==> src/sv/sorted_topk_insert_macros.svh <==
// Assertion macros used by the sorted top-k table top level.
`ifndef SORTED_TOPK_INSERT_MACROS_SVH
`define SORTED_TOPK_INSERT_MACROS_SVH

// Same-cycle implication, sampled on clk and held off during rst.
`define STKI_ASSERT_NOW(lbl, ante, cons, msg) \
  lbl: assert property (@(posedge clk) disable iff (rst) (ante) |-> (cons)) \
    else $error(msg);

// Next-cycle implication, sampled on clk and held off during rst.
`define STKI_ASSERT_NEXT(lbl, ante, cons, msg) \
  lbl: assert property (@(posedge clk) disable iff (rst) (ante) |=> (cons)) \
    else $error(msg);

`endif

==> src/sv/stki_pkg.sv <==
// Types and constants of the sorted top-k table.
`default_nettype none

package stki_pkg;

  localparam int SCORE_W = 32;
  localparam int TAG_W   = 16;
  localparam int RANK_W  = 4;
  localparam int COUNT_W = 5;
  localparam int CAP_W   = 5;

  localparam logic [CAP_W-1:0] CAPACITY_RESET = 5'd10;

  localparam logic ACT_INSERT = 1'b0;
  localparam logic ACT_READ   = 1'b1;

  typedef struct packed {
    logic                      action;
    logic signed [SCORE_W-1:0] new_score;
    logic [TAG_W-1:0]          entry_tag;
    logic [RANK_W-1:0]         read_rank;
  } in_t;

  typedef struct packed {
    logic                      accepted;
    logic [RANK_W-1:0]         placed_rank;
    logic [COUNT_W-1:0]        entry_count;
    logic                      read_valid;
    logic signed [SCORE_W-1:0] read_score;
    logic [TAG_W-1:0]          read_tag;
  } out_t;

  // Per-cell controls decoded at the top level for one insert request.
  typedef struct packed {
    logic ins;     // insert request is being applied this cycle
    logic cmp_ok;  // cell lies above the last rank of the new table
    logic in_win;  // cell lies inside the new table
  } cell_ctl_t;

endpackage

`default_nettype wire

==> src/sv/stki_cell.sv <==
// One rank of the sorted table: holds an entry and shifts it down on insert.
`default_nettype none

module stki_cell #(
  parameter int TW = 16
) (
  input  wire                                   clk,
  input  wire stki_pkg::cell_ctl_t              ctl,
  input  wire logic signed [stki_pkg::SCORE_W-1:0] new_score,
  input  wire logic [TW-1:0]                    new_tag,
  input  wire logic signed [stki_pkg::SCORE_W-1:0] up_score,
  input  wire logic [TW-1:0]                    up_tag,
  input  wire logic                             up_ge,
  output logic signed [stki_pkg::SCORE_W-1:0]   score,
  output logic [TW-1:0]                         tag,
  output logic                                  ge,
  output logic                                  gt_raw,
  output logic                                  land
);

  logic move;

  // Entries >= the new score stay, bar the last rank; the first below takes it.
  assign ge     = ctl.cmp_ok && (score >= new_score);
  assign gt_raw = score > new_score;
  assign land   = ctl.in_win && !ge && up_ge;
  assign move   = ctl.in_win && !ge && !up_ge;

  always_ff @(posedge clk) begin
    if (ctl.ins && land) begin
      score <= new_score;
      tag   <= new_tag;
    end else if (ctl.ins && move) begin
      score <= up_score;
      tag   <= up_tag;
    end
  end

endmodule

`default_nettype wire

==> src/sv/sorted_topk_insert.sv <==
// Sorted top-k table: one request per clock, one result in the cycle after it.
// Latency: the result strobe done rises in the cycle after start is taken.
// Throughput: one request every cycle; busy is never raised, and every cell
// compares and shifts in parallel in the same cycle as its neighbors.
// Reset: entry count clears to zero, capacity returns to 10, done clears.
// Stored entries are not cleared; only ranks below the count are ever read.
`default_nettype none

module sorted_topk_insert #(
  parameter int MAX_ENTRIES = 16,
  parameter int TAG_BITS    = 16
) (
  input  wire                              clk,
  input  wire                              rst,
  input  wire                              start,
  output logic                             busy,
  input  wire stki_pkg::in_t               req,
  output logic                             done,
  output stki_pkg::out_t                   rsp,
  input  wire                              cfg_valid,
  output logic                             cfg_ready,
  input  wire logic [stki_pkg::CAP_W-1:0]  cfg_data
);

  `include "sorted_topk_insert_macros.svh"

  localparam int CW = $clog2(MAX_ENTRIES + 1);
  localparam int EW = (CW > stki_pkg::CAP_W) ? CW : stki_pkg::CAP_W;
  localparam int IW = (MAX_ENTRIES > 1) ? $clog2(MAX_ENTRIES) : 1;
  localparam int RW = (IW > stki_pkg::RANK_W) ? IW : stki_pkg::RANK_W;
  localparam int KW = (TAG_BITS < stki_pkg::TAG_W) ? TAG_BITS : stki_pkg::TAG_W;

  logic [stki_pkg::CAP_W-1:0] capacity;
  logic [CW-1:0]              count;
  logic [CW-1:0]              count_next;

  logic [EW-1:0] cap_eff;
  logic [EW-1:0] cfg_cap_eff;
  logic [EW-1:0] count_x;
  logic [EW-1:0] n;
  logic          full;
  logic          reject;
  logic          take;
  logic          accept;
  logic          is_ins;

  logic signed [stki_pkg::SCORE_W-1:0] score_q [MAX_ENTRIES];
  logic [KW-1:0]                       tag_q   [MAX_ENTRIES];
  logic [MAX_ENTRIES-1:0]              ge;
  logic [MAX_ENTRIES-1:0]              gt_raw;
  logic [MAX_ENTRIES-1:0]              land;
  logic [MAX_ENTRIES-1:0]              is_last;
  stki_pkg::cell_ctl_t                 ctl [MAX_ENTRIES];

  logic [IW-1:0]  pos;
  logic [RW-1:0]  pos_w;
  logic [RW-1:0]  rank_w;
  logic           rd_ok;
  logic [KW-1:0]  new_tag;
  stki_pkg::out_t rsp_next;

  assign busy      = 1'b0;
  assign cfg_ready = 1'b1;
  assign accept    = start && !busy;
  assign is_ins    = (req.action == stki_pkg::ACT_INSERT);
  assign new_tag   = req.entry_tag[KW-1:0];
  assign count_x   = EW'(count);

  // Capacity of zero acts as one; above the table size it saturates.
  always_comb begin
    if (capacity == '0) begin
      cap_eff = EW'(1);
    end else if (EW'(capacity) > EW'(MAX_ENTRIES)) begin
      cap_eff = EW'(MAX_ENTRIES);
    end else begin
      cap_eff = EW'(capacity);
    end
    if (cfg_data == '0) begin
      cfg_cap_eff = EW'(1);
    end else if (EW'(cfg_data) > EW'(MAX_ENTRIES)) begin
      cfg_cap_eff = EW'(MAX_ENTRIES);
    end else begin
      cfg_cap_eff = EW'(cfg_data);
    end
  end

  assign full = count_x >= cap_eff;
  assign n    = full ? cap_eff : count_x + EW'(1);

  // A full table turns away a score strictly below its last entry.
  assign reject = full && ((gt_raw & is_last) != '0);
  assign take   = !reject;

  for (genvar i = 0; i < MAX_ENTRIES; i++) begin : g_cell
    assign is_last[i]    = (EW'(i + 1) == cap_eff);
    assign ctl[i].ins    = accept && is_ins && take;
    assign ctl[i].in_win = EW'(i) < n;
    assign ctl[i].cmp_ok = EW'(i + 1) < n;

    if (i == 0) begin : g_head
      stki_cell #(.TW(KW)) u_cell (
        .clk      (clk),
        .ctl      (ctl[i]),
        .new_score(req.new_score),
        .new_tag  (new_tag),
        .up_score (req.new_score),
        .up_tag   (new_tag),
        .up_ge    (1'b1),
        .score    (score_q[i]),
        .tag      (tag_q[i]),
        .ge       (ge[i]),
        .gt_raw   (gt_raw[i]),
        .land     (land[i])
      );
    end else begin : g_body
      stki_cell #(.TW(KW)) u_cell (
        .clk      (clk),
        .ctl      (ctl[i]),
        .new_score(req.new_score),
        .new_tag  (new_tag),
        .up_score (score_q[i-1]),
        .up_tag   (tag_q[i-1]),
        .up_ge    (ge[i-1]),
        .score    (score_q[i]),
        .tag      (tag_q[i]),
        .ge       (ge[i]),
        .gt_raw   (gt_raw[i]),
        .land     (land[i])
      );
    end
  end

  // Exactly one cell lands the new entry; encode its rank.
  always_comb begin
    pos = '0;
    for (int i = 0; i < MAX_ENTRIES; i++) begin
      if (land[i]) begin
        pos = pos | IW'(i);
      end
    end
  end

  assign pos_w  = RW'(pos);
  assign rank_w = RW'(req.read_rank);
  assign rd_ok  = (EW'(req.read_rank) < count_x) &&
                  ({{(32 - stki_pkg::RANK_W){1'b0}}, req.read_rank} < 32'(MAX_ENTRIES));

  always_comb begin
    count_next = count;
    if (cfg_valid && cfg_ready && count_x > cfg_cap_eff) begin
      count_next = CW'(cfg_cap_eff);
    end else if (accept && is_ins && take) begin
      count_next = CW'(n);
    end
  end

  always_comb begin
    rsp_next             = '0;
    rsp_next.entry_count = stki_pkg::COUNT_W'(EW'(count_next));
    if (is_ins) begin
      if (take) begin
        rsp_next.accepted    = 1'b1;
        rsp_next.placed_rank = pos_w[stki_pkg::RANK_W-1:0];
      end
    end else if (rd_ok) begin
      rsp_next.read_valid = 1'b1;
      rsp_next.read_score = score_q[rank_w[IW-1:0]];
      rsp_next.read_tag   = stki_pkg::TAG_W'(tag_q[rank_w[IW-1:0]]);
    end
  end

  always_ff @(posedge clk) begin
    if (rst) begin
      capacity <= stki_pkg::CAPACITY_RESET;
      count    <= '0;
      done     <= 1'b0;
    end else begin
      if (cfg_valid && cfg_ready) begin
        capacity <= cfg_data;
      end
      count <= count_next;
      done  <= accept;
    end
  end

  always_ff @(posedge clk) begin
    if (accept) begin
      rsp <= rsp_next;
    end
  end

  `STKI_ASSERT_NEXT(a_done_follows_request, accept, done, "request without a result strobe")
  `STKI_ASSERT_NOW(a_count_within_capacity, 1'b1, count_x <= cap_eff, "count above capacity")
  `STKI_ASSERT_NOW(a_single_landing, accept && is_ins && take, $onehot(land), "landing not unique")
  `STKI_ASSERT_NOW(a_result_kind, done, !(rsp.accepted && rsp.read_valid), "insert and read mixed")

endmodule

`default_nettype wire
==> config.mk <==
export PLATFORM = sky130hd
export DESIGN_NAME = sorted_topk_insert
export DESIGN_NICKNAME = d
export VERILOG_FILES = /design/src/sv/stki_pkg.sv /design/src/sv/stki_cell.sv /design/src/sv/sorted_topk_insert.sv
export VERILOG_INCLUDE_DIRS = /design/src /design/src/sv
export SDC_FILE = /design/constraint.sdc
export NUM_CORES = 2
export LEC_CHECK = 0
export ABC_AREA = 1
export BUFFER_PORTS_ARGS = -buffer_cell sky130_fd_sc_hd__buf_2
export CAP_MARGIN = 30
export CORE_AREA = 4 4 423 300
export DETAILED_ROUTE_END_ITERATION = 6
export DIE_AREA = 0 0 427 304
export PLACE_DENSITY = 0.7
export REMOVE_ABC_BUFFERS = 1
export SLEW_MARGIN = 20
export SYNTH_ARGS = -nofsm -noshare
export SYNTH_HDL_FRONTEND = slang
export SYNTH_SLANG_ARGS = --single-unit
==> constraint.sdc <==
create_clock -name clk -period 7.75 [get_ports clk]
set_input_delay 0.775 -clock clk [delete_from_list [all_inputs] [get_ports clk]]
set_output_delay 0.775 -clock clk [all_outputs]
set_load 0.01 [all_outputs]
==> impl_metrics.env <==
export IMPL_outcome="finished with violations"
export IMPL_violations="DRC"
export IMPL_final_util=0.490
export IMPL_grt_max_degree=215
export IMPL_async_flop_share=0
export IMPL_worst_hold_path_type="in -> reg"
export IMPL_crit_reg2reg_launch="g_cell[7].g_body.u_cell.score[23]"
export IMPL_cts_resized=0
export IMPL_syn2layout_area_growth_pct=9.69
export IMPL_tns_ns=0
export IMPL_hpwl_um=132000
export IMPL_core_area_um2=123000
export IMPL_htree_levels=3
export IMPL_vias=47753
export IMPL_synthDistinctLibCells=53
export IMPL_die_w_um=427
export IMPL_hold_buffers=0
export IMPL_cts_tree="done"
export IMPL_drive_above_1_share=0.0682
export IMPL_finalWorstSetupSlack_ns=1.72
export IMPL_fin_worst_skew_ns=0.0343
export IMPL_postSynthCellCount=6297
export IMPL_worst_pin_slew_ns=1.16
export IMPL_clock_root_buffer="clkbuf_16"
export IMPL_yosysSeqAreaShare=0.456
export IMPL_avgViaCountPerCell=5.98
export IMPL_wire_per_inst_um=24.3
export IMPL_grt_usage=0.291
export IMPL_worstSetupEndpointType="flip-flop"
export IMPL_worst_path_max_fanout=47
export IMPL_die_area_um2=130000
export IMPL_setup_viol=0
export IMPL_clock_sinks=838
export IMPL_crit_required_ns=8.21
export IMPL_synth_edf_count=827
export IMPL_crit_path_start_kind="primary input"
export IMPL_dr_pass1_iters=7
export IMPL_min_from="cfg_valid"
export IMPL_fin_nets=6853
export IMPL_grt_pass1_wl_um=284000
export IMPL_place_ws_ns=1.22
export IMPL_syn_avg_cell_area_um2=8.73
export IMPL_cts_clk_slew_worst_paths_ns=0.06
export IMPL_mostFrequentLayoutCells="nand2_1 (1592), edfxtp_1 (827), o21ai_0 (752)"
export IMPL_syn_area_um2=54900
export IMPL_pin_count=124
export IMPL_maxSlewHeadroom=0.228
export IMPL_crit_path_start="req[43]"
export IMPL_clock_path_buffers=3
export IMPL_maxCapViolCount=0
export IMPL_yosysWarnings=0
export IMPL_post_cts_buffers=0
export IMPL_worstPathArrival_ns=6.49
export IMPL_post_route_period_util=0.779
export IMPL_max_freq_mhz=166
export IMPL_grt_overflow=0
export IMPL_grt_pass1_vias=43964
export IMPL_drt_antenna_violating_nets=0
export IMPL_grt_setup_unrepaired="no"
export IMPL_cts_buffers=90
export IMPL_drc=1
export IMPL_wirelength_um=194000
export IMPL_drt_iter0_drc=7391
export IMPL_fin_area_um2=60300
export IMPL_crit_type="in -> reg"
export IMPL_clock_latency_ns=0.70
export IMPL_synth_seq_cells=838
export IMPL_final_common_cell="nand2_1"
export IMPL_io_buffer_count=121
export IMPL_power_density_nw_per_um2=349
export IMPL_hold_viol_final=0
export IMPL_worst_hold_slack_ns=0.390
export IMPL_p_leak_uw=0.0241
export IMPL_rows=108
export IMPL_period_needed_ns=6.03
export IMPL_placed_cell_area_um2=57300
export IMPL_die_y_um=304
export IMPL_antenna_found_initial=5
export IMPL_synth_ff_type="edfxtp_1"
export IMPL_gp_congestion=1.02
export IMPL_peakVddDrop_v=0.000423
export IMPL_maxSlewViolCount=0
export IMPL_initial_utilization=0.447
[worst paths after layout]
path / cells after the start / slack [ns] / endpoint
min: 2 / 0.39 / capacity[4]
max: 22 / 1.72 / g_cell[15].g_body.u_cell.score[14]
min reg2reg: 2 / 0.54 / g_cell[1].g_body.u_cell.tag[4]
max reg2reg: 20 / 2.04 / g_cell[15].g_body.u_cell.score[14]
[worst max-delay path, stage by stage]
cell      delay [ns]
buf_2           0.25
clkinv_1        0.30
ha_1            0.39
nand2_1         0.08
nor2_1          0.21
nand4_1         0.55
nor3b_1         1.06
nand2_1         0.16
nand2_1         0.10
nand2_1         0.20
nand3_1         0.14
nand2_1         0.07
nor2_1          0.12
nand2_1         0.10
o21ai_4         0.34
nand2_8         0.07
buf_4           0.32
buf_16          0.28
nor2_8          0.11
buf_4           0.48
nand2_1         0.13
o21a_1          0.14
[layout make-up]
cell class / count / area, um^2
Clock buffer: 111 / 2420
Fill cell: 11433 / 62700
Clock inverter: 50 / 502
Timing Repair Buffer: 244 / 1880
Tap cell: 1650 / 2060
Inverter: 550 / 2070
Sequential cell: 838 / 25100
Antenna cell: 3 / 7.51
Multi-Input combinational cell: 4541 / 26300
[logic make-up (layout without fill, tap and decap cells)]
family	after synthesis	in the layout	share of synthesized area
adders and majority gates	526	526	0.120
muxes	47	47	0.00856
buffers and inverters	918	955	0.0688
other	2	5	0.000137
DFF	838	838	0.456
xor gates and xnor gates	2	2	0.000319
AOI/OAI and AO/OA	1878	1878	0.192
and+or+nand+nor	2086	2086	0.154
[state kept, by name, summed over array words and instances (netlist names)]
signal	cells
g_cell.g_head.u_cell.score	32
g_cell.g_body.u_cell.tag	240
g_cell.g_head.u_cell.tag	16
count	5
g_cell.g_body.u_cell.score	480
capacity	5
rsp	59
done	1
[report_power, final]
part / total (uW) / leakage, uW / switching, uW / internal (uW)
logic: 8670 / 0.0150 / 6200 / 2480
clock network: 4480 / 0.00142 / 1950 / 2540
registers: 7880 / 0.00768 / 764 / 7110
total: 21000 / 0.0241 / 8910 / 12100
[cells in the mapped netlist, types with 2 or more instances]
master,instances,area (um^2)
nand2_1,1593,5980
edfxtp_1,827,24800
o21ai_0,752,3760
a21oi_1,550,2750
ha_1,526,6580
inv_1,508,1910
o21a_1,246,1850
clkbuf_1,233,875
nor2_1,190,713
nand3_1,182,911
o21ai_1,101,505
o211ai_1,96,721
buf_2,50,250
a211oi_1,49,368
o22ai_1,48,300
mux2i_1,47,470
nand4_1,39,244
buf_4,37,278
clkinv_1,33,124
buf_1,31,116
nor3_1,29,145
buf_6,16,180
a21o_1,12,90.1
o21bai_1,12,90.1
dfxtp_1,11,220
inv_2,9,33.8
nor2_4,8,90.1
and3_1,6,37.5
nor3b_1,6,45.0
nor4_2,5,62.6
and2_1,4,25.0
nor2_8,4,80.1
nor3_2,4,40.0
a22o_1,3,26.3
nand3b_1,3,22.5
nor2_2,3,18.8
o21ai_2,3,26.3
conb_1,2,7.51
nand2_2,2,12.5
nor2b_1,2,12.5
nor4_1,2,12.5
xor2_1,2,17.5
[metal layers]
layer / global-route usage / share of wire / vias to the layer above
li1: - / - / 21944
met1: 0.433 / 0.42 / 22350
met2: 0.396 / 0.40 / 3109
met3: 0.0990 / 0.16 / 350
met4: 0.0860 / 0.029 / 0
met5: 0 / 0 / -
[stage by stage]
step	total power, uW	std cells
after CTS	20800	7980
after global placement	16000	7818
after floorplan	12600	5929
after global routing	22100	7986
final	21000	7987
after detailed placement	16300	7819
No activity file was read; power rests on OpenSTA's default activity.
